File: src/design/fmacl_pkg.sv
// shared types, codes and helpers of the first-match acl classifier
package fmacl_pkg;

  localparam int ADDR_W   = 32;
  localparam int PLEN_W   = 6;
  localparam int PORT_W   = 17;
  localparam int PROTO_W  = 2;
  localparam int IDX_W    = 6;
  localparam int COUNT_W  = 7;
  localparam int APB_AW   = 3;
  localparam int APB_DW   = 32;

  localparam logic [ADDR_W-1:0] ADDR_ALL  = 32'hFFFF_FFFF;
  localparam logic [PLEN_W-1:0] ADDR_BITS = 6'd32;

  localparam logic MODE_WRITE    = 1'b0;
  localparam logic MODE_CLASSIFY = 1'b1;

  localparam logic [PROTO_W-1:0] PROT_ANY = 2'd0;
  localparam logic [PROTO_W-1:0] PROT_TCP = 2'd1;

  localparam logic ACT_DENY = 1'b1;

  localparam int PORT_ANY_BIT = 16;

  // register index as carried by paddr bit 2
  localparam logic REG_RULE_COUNT = 1'b0;

  // an item travelling down the chain, with the match result gathered so far
  typedef struct packed {
    logic               mode;
    logic [IDX_W-1:0]   rule_index;
    logic               action;
    logic [PROTO_W-1:0] proto;
    logic [ADDR_W-1:0]  src_addr;
    logic [PLEN_W-1:0]  src_prefix;
    logic [ADDR_W-1:0]  dst_addr;
    logic [PLEN_W-1:0]  dst_prefix;
    logic [PORT_W-1:0]  sport;
    logic [PORT_W-1:0]  dport;
    logic               stateful;
    logic               hit;
    logic               verdict;
    logic               needs_state;
  } fmacl_tok_t;

  // one stored rule
  typedef struct packed {
    logic               action;
    logic [PROTO_W-1:0] proto;
    logic [ADDR_W-1:0]  src_addr;
    logic [PLEN_W-1:0]  src_prefix;
    logic [ADDR_W-1:0]  dst_addr;
    logic [PLEN_W-1:0]  dst_prefix;
    logic [PORT_W-1:0]  sport;
    logic [PORT_W-1:0]  dport;
    logic               stateful;
  } fmacl_rule_t;

  // prefix length above 32 acts as an exact match, zero as any address
  function automatic logic [ADDR_W-1:0] prefix_mask(input logic [PLEN_W-1:0] plen);
    if (plen >= ADDR_BITS) begin
      return ADDR_ALL;
    end
    return ~(ADDR_ALL >> plen);
  endfunction

  function automatic logic port_hit(input logic [PORT_W-1:0] rule_port,
                                    input logic [PORT_W-1:0] port);
    return rule_port[PORT_ANY_BIT] || (rule_port == port);
  endfunction

endpackage

File: src/design/fmacl_cell.sv
// one rule cell: holds a rule, captures writes aimed at it and matches passing headers
module fmacl_cell #(
  parameter int CELL_IDX = 0
) (
  input  logic                  clk,
  input  logic                  rst_n,
  input  logic                  adv,
  input  logic                  en,
  input  logic                  in_valid,
  input  fmacl_pkg::fmacl_tok_t in_tok,
  output logic                  out_valid,
  output fmacl_pkg::fmacl_tok_t out_tok
);
  import fmacl_pkg::*;

  logic        valid_r;
  fmacl_tok_t  tok_r;
  fmacl_tok_t  tok_nxt;
  fmacl_rule_t rule_r;
  logic        wr_hit;
  logic        match;

  assign wr_hit = in_valid && (in_tok.mode == MODE_WRITE)
                  && (32'(in_tok.rule_index) == CELL_IDX);

  always_comb begin
    match = en
      && ((rule_r.proto == PROT_ANY) || (rule_r.proto == in_tok.proto))
      && ((in_tok.src_addr & prefix_mask(rule_r.src_prefix))
          == (rule_r.src_addr & prefix_mask(rule_r.src_prefix)))
      && ((in_tok.dst_addr & prefix_mask(rule_r.dst_prefix))
          == (rule_r.dst_addr & prefix_mask(rule_r.dst_prefix)))
      && port_hit(rule_r.sport, in_tok.sport)
      && port_hit(rule_r.dport, in_tok.dport);
  end

  always_comb begin
    tok_nxt = in_tok;
    // first match wins, later cells leave the result alone
    if ((in_tok.mode == MODE_CLASSIFY) && !in_tok.hit && match) begin
      tok_nxt.hit         = 1'b1;
      tok_nxt.verdict     = rule_r.action;
      tok_nxt.needs_state = rule_r.stateful && (in_tok.proto == PROT_TCP);
    end
  end

  always_ff @(posedge clk) begin
    if (!rst_n) begin
      valid_r <= 1'b0;
    end else if (adv) begin
      valid_r <= in_valid;
    end
  end

  always_ff @(posedge clk) begin
    if (adv) begin
      tok_r <= tok_nxt;
      if (wr_hit) begin
        rule_r.action     <= in_tok.action;
        rule_r.proto      <= in_tok.proto;
        rule_r.src_addr   <= in_tok.src_addr;
        rule_r.src_prefix <= in_tok.src_prefix;
        rule_r.dst_addr   <= in_tok.dst_addr;
        rule_r.dst_prefix <= in_tok.dst_prefix;
        rule_r.sport      <= in_tok.sport;
        rule_r.dport      <= in_tok.dport;
        rule_r.stateful   <= in_tok.stateful;
      end
    end
  end

  assign out_valid = valid_r;
  assign out_tok   = tok_r;

endmodule

File: config.mk
export PLATFORM = sky130hd
export DESIGN_NAME = fmacl_cell
export DESIGN_NICKNAME = d
export VERILOG_FILES = /design/src/design/fmacl_pkg.sv /design/src/design/fmacl_cell.sv
export SDC_FILE = /design/constraint.sdc
export NUM_CORES = 1
export LEC_CHECK = 0
export BUFFER_PORTS_ARGS = -buffer_cell sky130_fd_sc_hd__clkbuf_2
export CAP_MARGIN = 10
export CORE_MARGIN = 2
export CORE_UTILIZATION = 45
export DETAILED_ROUTE_END_ITERATION = 7
export PLACE_DENSITY = 0.7
export SLEW_MARGIN = 30
export SYNTH_ARGS = -nofsm -noshare
export SYNTH_HDL_FRONTEND = slang
export SYNTH_SLANG_ARGS = --single-unit
File: constraint.sdc
create_clock -name clk -period 16.5 [get_ports clk]
set_input_delay 0 -clock clk [delete_from_list [all_inputs] [get_ports clk]]
set_output_delay 0 -clock clk [all_outputs]
set_load 0.01 [all_outputs]
# Yosys cells after proc, flatten, opt, wreduce, memory -nomap -nowiden

Index checks and enable logic that the tools add are counted.

Shift operators: 2
Reductions and logical operators: 17
Bitwise logic cells: 7
Eq/ne operators: 6
Muxes and demuxes: 7
$lt $le $gt $ge: 2

Operators with widths:

| kind                                                      | number |
|---|---|
| bitwise AND 32 bit                                        | 4 |
| two-way mux 32 bit                                        | 4 |
| equality test 32 bit                                      | 2 |
| NOT 32 bit                                                | 2 |
| >> shifter 32 x 6 -> 32 bit (first input constant)        | 2 |
| equality test 17 bit                                      | 2 |
| greater-or-equal comparator 6 bit (second input constant) | 2 |
| logical AND 1 bit                                         | 10 |
| zero test 6 bit                                           | 1 |
| logical OR 1 bit                                          | 3 |
| equality test 2 x 1 -> 1 bit (second input constant)      | 1 |
| equality test 2 bit                                       | 1 |
| zero test 2 bit                                           | 1 |
| two-way mux 1 bit                                         | 2 |
| two-way mux 2 bit                                         | 1 |
| AND reduction 2 bit                                       | 1 |
| zero test 1 bit                                           | 1 |
| NOT 1 bit                                                 | 1 |

Bits in registers: 239
Input bits: 129
Output and inout port bits: 125
Word-level logic and storage cells: 65

# Depth between registers and ports, before layout

Gate-level depths: netlist (run 1).

Depth in word-level cells: 11
Depth in mapped cells: 9
Mapped depth without buffers: 7

# Worst setup path before layout (run 1)

Ideal clock, no wire load.

Path type: input -> register
Start point: input port in_tok[123] (netlist name)
End point: register rule_r[0] (netlist name), enable pin
Path buffers: 0
Cell stages on the path: 3
Library setup time: 0.879 ns
Data arrival time: 11.095 ns
Required time: 15.621 ns
Slack: 4.526 ns
Cell sequence: nor4_1 nand3_1 nor4_1

Longest elaborated chain between the ends: 4

Ends and longest elaborated chain:

| item                          | RTL line         | text |
|---|---|---|
| start: declaration            | fmacl_cell.sv:10 | `input fmacl_pkg::fmacl_tok_t in_tok,` |
| NOT 1 bit                     | fmacl_cell.sv:23 | `assign wr_hit = in_valid && (in_tok.mode == MODE_WRITE)` |
| logical AND 1 bit             | fmacl_cell.sv:23 |  |
| logical AND 1 bit             | fmacl_cell.sv:24 | `&& (32'(in_tok.rule_index) == CELL_IDX);` |
| AND reduction 2 bit (no line) | n/a              |  |
| end: declaration              | fmacl_cell.sv:19 | `fmacl_rule_t rule_r;` |

Every way passes these cells.
A chain may end at the register's enable or synchronous reset.

==> impl_metrics.yaml, run 1 <==
setup_path:
  cp.arrival_ns: 3.15
  critPathMaxFanout: 14
  crit_required_ns: 16.76
  endpoint_kind: "flop"
  cp-start-kind: "flop"
  crit_type: "flop to flop"
timing:
  setup_slack_ns: 13.61
  fin_skew_ns: 0.01236
  maxSlewViolCount: 0
  setup_tns_ns: 0
  worstMarginPinSlew_ns: 0.7635
  clock.fmax_mhz: 345.8
  hold_viol: 8
  post-route-period-util_pct: 17.52
  rsz0062_at_grt: "false"
  period_minus_slack_ns: 2.892
  slew_headroom_pct: 49.10
  setup_viol: 0
  hold_slack_ns: -0.02118
die:
  pin_count: 254
  die_y_um: 145.8
  start_util_pct: 46.16
  die_x_um: 145.8
  core_area_sq_mm: 0.01959
  rows: 51
  dieArea_sq_mm: 0.02124
clocking:
  cts_made_buffers: 24
  clock_latency_ns: 0.51
  cts_setup_buffers: 0
  clk_pin_slew_worst_paths_ns: 0.06
  clockBufferDepth: 3
  htree_levels: 1
  clkSinkCount: 239
  clock-root-buffer: "clkbuf_16"
  cts_tree: "done"
synth:
  ys.flop_type: "edfxtp_1"
  synth_area_per_cell_sq_um: 17.63
  synth_area_leaders: "edfxtp_1 (79%), xnor2_1 (5.9%), xor2_1 (3.4%), a21oi_1 (1.5%), o21ai_0 (1.1%)"
  synth_fp_nets: 642
  synth_top_area_share_pct: 79.04
  yosysMostFrequentCell: "edfxtp_1"
  yosysSeqAreaShare_pct: 79.26
  async_reset_ff_share_pct: 0
  ys_types: 45
  synth-edff-count: 238
  ys_warn_count: 0
  yosysTopAreaCell: "edfxtp_1"
  syn_area_sq_mm: 0.009042
  yosys_register_bits: 239
  syn_inst: 513
  synthTopCellsByCount: "edfxtp_1 (238), xnor2_1 (61), xor2_1 (35), a21oi_1 (28), o21ai_0 (19)"
grt:
  antenna_found_initial: 1
  grt_pass1_vias: 6326
  grt_usage_pct: 20.46
  grt_overflow: 0
  grt_max_degree: 70
  grt_pass1_wl_mm: 34.29
power:
  pwr-share-clk_pct: 40.0
  internal-power_w: 0.001083
  p_switching_w: 0.0002825
  power.share.combinational_pct: 8.5
  leakagePower_nw: 4.827
  sw_frac_of_total_pct: 20.69
  ir_worst_vdd_mv: 0.08000
  power_density_mw_per_mm2: 107.6
  p_seq_share_pct: 51.5
hold_path:
  min-delay-path-class: "input pin to flop"
route:
  firstDrtPassIters: 5
  route.detailed.wl_per_inst_um: 18.61
  via_count: 6044
  wl_mm: 22.24
  ant_nets: 0
  drt_iter0_drc: 369
  drcViolationCount: 0
  routed_via_density: 5.058
final_layout:
  finalNonFillerCells: 1195
  fin_nets: 1041
  layout-drive-gt1-share_pct: 32.08
  syn_to_final_growth_pct: 40.29
placement:
  post-dp-hpwl_mm: 14.86
  dp.cells: 1025
  io_buffers: 253
  gp_congestion: 0.8576
  post-place-ws_ns: 13.65
status:
  violations: "negative hold slack"
  status: "complete, but fails checks"
flow_run:
  cap_violations: 0
## state kept, by name, indices dropped and copies added, names as in the netlist
name,count
out_tok,124
rule_r,114
out_valid,1
## power groups by stage
stage | Clock [W] | Combinational (W) | Sequential, W
4_1_cts | 0.000556 | 0.000116 | 0.000704
2_1_floorplan | 0 | 0.0000157 | 0.000730
6_report | 0.000546 | 0.000116 | 0.000704
3_5_place_dp | 0 | 0.0000916 | 0.000716
5_1_grt | 0.000580 | 0.000124 | 0.000705
3_3_place_gp | 0 | 0.0000899 | 0.000715
## path summary, 6_finish.rpt
check             depth (start not counted)     endpoint         from  slack [ns]
hold / removal                            1  out_tok[34]          adv       -0.02
setup reg to reg                          7   out_tok[0]   rule_r[76]       13.61
setup / recovery                          7   out_tok[0]   rule_r[76]       13.61
hold reg to reg                           1   out_tok[1]  rule_r[113]        0.56
## routing by layer
layer  track usage, %  up-vias  share of wire (%)
li1                 -     2786                  -
met1            26.29     2915                 41
met2            34.74      291                 50
met3            3.981       52                6.5
met4            7.549        0                2.9
met5                0        -                  0
## kinds of logic after synthesis
group / share of synthesized area, %
DFF: 79.26
xor gates and xnor gates: 9.298
AOI/OAI and AO/OA: 5.673
and+or+nand+nor: 4.013
buffers and inverters: 0.9546
adders and majority gates: 0.4428
muxes: 0.3597
## cell usage in the layout, fill, tap and decap left out, types with 2 or more instances in the layout
cell / instances
xnor2_1: 61
o2111ai_1: 4
nor2_1: 17
nor4_1: 5
mux2_2: 2
o31ai_1: 3
clkbuf_8: 5
o211ai_1: 2
a21oi_1: 28
clkbuf_16: 25
clkbuf_2: 252
nor4_2: 2
nor3_1: 7
o22ai_1: 4
dlygate4sd3_1: 126
nand3_1: 8
xor2_1: 35
o21a_1: 2
nand4_1: 10
edfxtp_1: 238
bufinv_16: 2
clkinv_2: 3
nand2_1: 15
a211oi_1: 3
a22oi_1: 3
inv_1: 9
maj3_1: 4
nor2b_1: 2
a31oi_1: 3
o21ai_0: 19
buf_4: 3
clkbuf_1: 7
## worst max-delay path: stages (launching register included)
cell      delay, ns
edfxtp_1       0.57
nor3_1         0.57
a21oi_1        0.16
nor4_1         0.35
nand4_1        0.17
nor4_2         0.24
nand4_1        0.25
mux2_2         0.34
## per-stage QoR
step / util (%) / instance area (sq um) / hold slack, ns / power (W)
global placement: 54.22 / 10620 / 0.1972 / 0.0008054
global route: 64.76 / 12690 / 0.003107 / 0.001410
CTS: 64.74 / 12680 / 0.003625 / 0.001375
finish: 64.76 / 12690 / -0.02118 / 0.001365
floorplan: - / 9042 / 0.09887 / 0.0007457
detailed placement: 54.22 / 10620 / 0.2005 / 0.0008079
## final cells by class
class | instances | area [sq um]
flip-flops and latches | 239 | 7167
fillers | 1401 | 6904
repair buffers | 382 | 2556
multi-input cells | 256 | 1795
clock buffers | 37 | 720.7
well taps | 265 | 331.6
clock inverters | 6 | 78.83
inverters | 9 | 33.78
diodes | 1 | 2.502
## repair_timing
item	CTS	global route
setup endpoints to repair	0	0
hold buffers	126	0
resized for setup	0	0
endpoints found under the hold margin	239	0
Power figures use the tool's default switching activity.
==> inputs of run 2 (changes only) <==
- PLACE_DENSITY: 0.7 -> 0.73
- clock period: 16.5 -> 2.48 ns (I/O delays scaled with it)
==> run 2 against run 1 <==
The flow now finishes without violations. Largest cell class unchanged. Hold slack gained 0.13 ns. Cell area grew 1.2%. Count of clock-buffer cells in the layout shrank 9.
==> impl_metrics.yaml, run 2 (same netlist as run 1, synthesis figures left out) <==
status:
  status: "completed"
timing:
  fin_skew_ns: 0.006738
  hold_slack_ns: 0.1085
  maxSlewViolCount: 0
  setup_viol: 0
  post-route-period-util_pct: 99.25
  period_minus_slack_ns: 2.461
  hold_viol: 0
  clock.fmax_mhz: 406.3
  setup_slack_ns: 0.01861
  setup_tns_ns: 0
  slew_headroom_pct: 54.17
  rsz0062_at_grt: "true"
  worstMarginPinSlew_ns: 0.6874
final_layout:
  final_area_sq_mm: 0.01284
  regArea_sq_mm: 0.007167
  syn_to_final_growth_pct: 42.01
  largest_register_ffs: 124
  diodes: 0
  layout-drive-gt1-share_pct: 33.79
  fillers: 1378
  layout_commonest_cell: "clkbuf_2"
  fin_nets: 1062
  multi_input_area_sq_mm: 0.001842
  final_cell_mix: "clkbuf_2 (252), edfxtp_1 (238), dlygate4sd3_1 (126), xnor2_1 (61), xor2_1 (35)"
hold_path:
  hold_depth: 2
  min-delay-path-class: "input pin to flop"
  min_from: "adv"
  holdPathEnd: "out_tok[57]"
setup_path:
  r2r_start: "rule_r[38]"
  crit_required_ns: 2.74
  crit-reg2reg-capture: "out_tok[1]"
  cp_slowest_stage_delay_ns: 0.52
  crit_type: "flop to flop"
  cp-start-kind: "flop"
  critPathMaxFanout: 8
  slowest_stage: "edfxtp_1"
  endpoint_kind: "flop"
  cp_top_family: "simple AND/OR/NAND/NOR gates"
  worstPathBufferInverterCount: 0
  cp.arrival_ns: 2.72
  rrSetupSlack_ns: 0.02
  ff2ff_path_depth: 7
  crit_chain: "a21o_2 -> a211oi_1 -> o2111ai_1 -> nand4bb_1 -> nor4_2 -> nand4_1 -> mux2_2"
grt:
  grt_pass1_wl_mm: 34.18
  antenna_found_initial: 0
  grt_overflow: 0
  grt_usage_pct: 20.58
  grt_pass1_vias: 6169
  grt_max_degree: 126
route:
  firstDrtPassIters: 5
  drt_iter0_drc: 385
  route.detailed.wl_per_inst_um: 18.41
  routed_via_density: 4.944
  drcViolationCount: 0
  ant_nets: 0
  wl_mm: 22.37
  via_count: 6007
placement:
  gp_congestion: 0.8819
  place_area_sq_mm: 0.01079
  post-place-ws_ns: -0.009925
  post-dp-hpwl_mm: 13.99
  io_buffers: 253
flow_run:
  cap_violations: 0
clocking:
  clock_latency_ns: 0.51
  clkSinkCount: 239
  cts_tree: "done"
  clk_pin_slew_worst_paths_ns: 0.06
  clock-root-buffer: "clkbuf_16"
  cts_made_buffers: 25
  htree_levels: 1
  clockBufferDepth: 3
die:
  rows: 51
  start_util_pct: 46.16
  pin_count: 254
  die_x_um: 145.8
  core_area_sq_mm: 0.01959
  dieArea_sq_mm: 0.02124
  die_y_um: 145.8
power:
  leakagePower_nw: 4.901
  power_density_mw_per_mm2: 690.0
  total_power_w: 0.008860
  ir_worst_vdd_mv: 0.5764
==> run 2: cell count changes in the layout (fill, tap and decap cells not counted), moves of 4 or more <==
cell,previous run,this run
clkbuf_8,5,0
clkinv_1,1,9
clkbuf_1,7,3
buf_4,3,21
==> run 2: per-layer routing <==
metal | track usage, % | wire, um
met5 | 0 | 0
met4 | 6.324 | 586
met3 | 3.636 | 1185
met2 | 35.21 | 11240
met1 | 27.02 | 9351
==> run 2: worst max-delay path by stage <==
stage,to,cells past startpoint,start,slack (ns)
2_1_floorplan,rule_r[0],3,in_tok[123],-1.95
3_3_place_gp,out_tok[1],7,rule_r[74],0.07
3_5_place_dp,out_tok[0],7,rule_r[38],-0.01
4_1_cts,out_tok[1],7,rule_r[76],0.01
5_1_grt,out_tok[1],7,rule_r[38],-0.10
6_report,out_tok[1],7,rule_r[38],0.02
==> run 2: layout make-up <==
| cell class | instances | share of cell area (%) |
|---|---|---|
| repair buffers | 402 | 21.27 |
| flip-flops and latches | 239 | 55.81 |
| well taps | 265 | 2.582 |
| clock buffers | 28 | 4.960 |
| inverters | 9 | 0.2631 |
| clock inverters | 16 | 0.7698 |
| multi-input cells | 256 | 14.34 |
==> run 2: what timing repair did <==
item / in CTS / in global routing
resized for setup: 2 / 4
setup endpoints to repair: 2 / 2
pin swaps: 0 / 3
endpoints found under the hold margin: 239 / 0
hold buffers: 126 / 0
setup buffers: 0 / 4
==> run 2: power breakdown <==
part	leakage, nW	internal, W	switching (W)
clock network	0.356	0.00194	0.00146
registers	2.25	0.00463	0.0000498
logic	2.30	0.000377	0.000405
total	4.90	0.00694	0.00192
==> run 2: stage by stage <==
stage,utilization [%],cells
2_1_floorplan,-,513
3_3_place_gp,55.09,1041
3_5_place_dp,55.09,1041
4_1_cts,65.33,1211
5_1_grt,65.55,1215
6_report,65.55,1215
==> inputs of run 3 (changes only) <==
--- a/config.mk
+++ b/config.mk
@@ -11,5 +11,5 @@
 export CORE_UTILIZATION = 45
 export DETAILED_ROUTE_END_ITERATION = 7
-export PLACE_DENSITY = 0.73
+export PLACE_DENSITY = 0.78
 export SLEW_MARGIN = 30
 export SYNTH_ARGS = -nofsm -noshare
==> constraint.sdc (replaced) <==
create_clock -name clk -period 2.48 [get_ports clk]
set_input_delay 0.124 -clock clk [delete_from_list [all_inputs] [get_ports clk]]
set_output_delay 0.124 -clock clk [all_outputs]
set_load 0.01 [all_outputs]
==> run 3 against run 2 <==
Wire length rose by 1.5%. Setup slack worse by 0.10 ns. Core utilization grew 0.60 points. Fmax fell by 4.1%. Cell area is 0.92% higher. The run now ends with negative setup slack left. Sequential share of layout area decreased by 0.51 points. Via count increased by 2.3%.
==> impl_metrics.yaml, run 3 (same netlist as run 1, synthesis figures left out) <==
route:
  ant_nets: 0
  route.detailed.wl_per_inst_um: 18.64
  drt_iter0_drc: 459
  wl_mm: 22.70
  routed_via_density: 5.044
  firstDrtPassIters: 4
  via_count: 6143
  drcViolationCount: 0
setup_path:
  critPathMaxFanout: 4
  slowest_stage: "edfxtp_1"
  cp.arrival_ns: 2.81
  crit_type: "flop to flop"
  crit_required_ns: 2.72
  endpoint_kind: "flop"
  cp-start-kind: "flop"
  crit_chain: "o211a_1 -> maj3_1 -> o22ai_2 -> o2111ai_2 -> nor4_2 -> nand4_1 -> mux2_2"
  cp_slowest_stage_delay_ns: 0.47
final_layout:
  largest_register_ffs: 124
  syn_to_final_growth_pct: 43.31
  final_area_sq_mm: 0.01296
  fin_util_pct: 66.15
  final_cell_mix: "clkbuf_2 (252), edfxtp_1 (238), dlygate4sd3_1 (126), xnor2_1 (61), xor2_1 (35)"
  layout-drive-gt1-share_pct: 34.77
  finalNonFillerCells: 1218
  layout_commonest_cell: "clkbuf_2"
  fin_nets: 1064
timing:
  hold_slack_ns: 0.2606
  slew_headroom_pct: 51.96
  worstMarginPinSlew_ns: 0.7205
  period_minus_slack_ns: 2.565
  setup_viol: 3
  post-route-period-util_pct: 103.4
  rsz0062_at_grt: "true"
  clock.fmax_mhz: 389.8
  maxSlewViolCount: 0
  setup_slack_ns: -0.08540
  fin_skew_ns: 0.008561
  hold_viol: 0
status:
  violations: "negative setup slack"
  status: "complete, but fails checks"
clocking:
  clk_pin_slew_worst_paths_ns: 0.06
  htree_levels: 1
  clock_latency_ns: 0.50
  clock-root-buffer: "clkbuf_16"
  clkSinkCount: 239
  cts_made_buffers: 25
  cts_tree: "done"
  clockBufferDepth: 3
power:
  leakagePower_nw: 4.937
  ir_worst_vdd_mv: 0.6458
  power_density_mw_per_mm2: 701.7
flow_run:
  cap_violations: 0
grt:
  grt_max_degree: 126
  grt_overflow: 0
  antenna_found_initial: 1
  grt_pass1_vias: 6384
  grt_usage_pct: 20.71
  grt_pass1_wl_mm: 34.58
die:
  core_area_sq_mm: 0.01959
  start_util_pct: 46.16
  dieArea_sq_mm: 0.02124
  die_x_um: 145.8
  rows: 51
  pin_count: 254
  die_y_um: 145.8
placement:
  io_buffers: 253
  gp_congestion: 0.8933
  post-dp-hpwl_mm: 14.07
  place_area_sq_mm: 0.01077
  dp.cells: 1038
  post-place-ws_ns: -0.1078
hold_path:
  min-delay-path-class: "input pin to flop"
run 3: cell types whose count changed in the layout (fill, tap and decap cells not counted), moves of 2 or more:
cell / delta
o2111ai_1: -2
bufinv_16: +2
clkinv_1: -4
clkinv_2: -3
o2111ai_2: +2
buf_6: +2
clkbuf_1: +2
run 3: stage by stage:
stage                     setup TNS (ns)  power, W
final                            -0.1851  0.009093
after global routing             -0.3672  0.009377
after CTS                              0  0.009152
after detailed placement         -0.2017  0.005374
after global placement                 0  0.005361
after floorplan                  -236.85  0.004962
run 3: worst paths after layout:
check / from / end / slack, ns / cells past startpoint
setup / recovery: rule_r[35] / out_tok[1] / -0.09 / 7
setup reg to reg: rule_r[35] / out_tok[1] / -0.09 / 7
hold reg to reg: rule_r[113] / out_tok[1] / 0.56 / 1
hold / removal: adv / out_tok[118] / 0.26 / 2
run 3: final cells by class:
cell class / instances / area, sq um
inverters: 9 / 33.78
flip-flops and latches: 239 / 7167
repair buffers: 404 / 2754
clock buffers: 30 / 644.4
fillers: 1332 / 6631
well taps: 265 / 331.6
clock inverters: 14 / 153.9
diodes: 1 / 2.502
multi-input cells: 256 / 1872
run 3: layer usage:
| layer | GRT usage (%) | routed length, um |
|---|---|---|
| met5 | 0 | 0 |
| met4 | 7.402 | 729 |
| met3 | 3.730 | 1466 |
| met2 | 35.92 | 11550 |
| met1 | 26.26 | 8960 |
run 3: worst max-delay path, delay by kind of cell (launching register included):
family                   cells  cell delay, ns
multiplexers                 1            0.34
AO/OA/AOI/OAI                3            0.64
AND/OR/NAND/NOR              2            0.49
adder cells (fa/ha/maj)      1            0.39
flip-flops                   1            0.47
run 3: power by group:
group          total, W  switching (W)  internal (W)
logic          0.000786       0.000408      0.000378
clock network   0.00362        0.00146       0.00217
registers       0.00468      0.0000511       0.00463
run 3: timing repair:
action | CTS | global route
cloned | 0 | 0
pin swaps | 1 | 2
setup buffers | 6 | 3
hold buffers | 126 | 0
gates resized for setup | 0 | 13
endpoints found under the hold margin | 239 | 0
setup endpoints to repair | 2 | 3
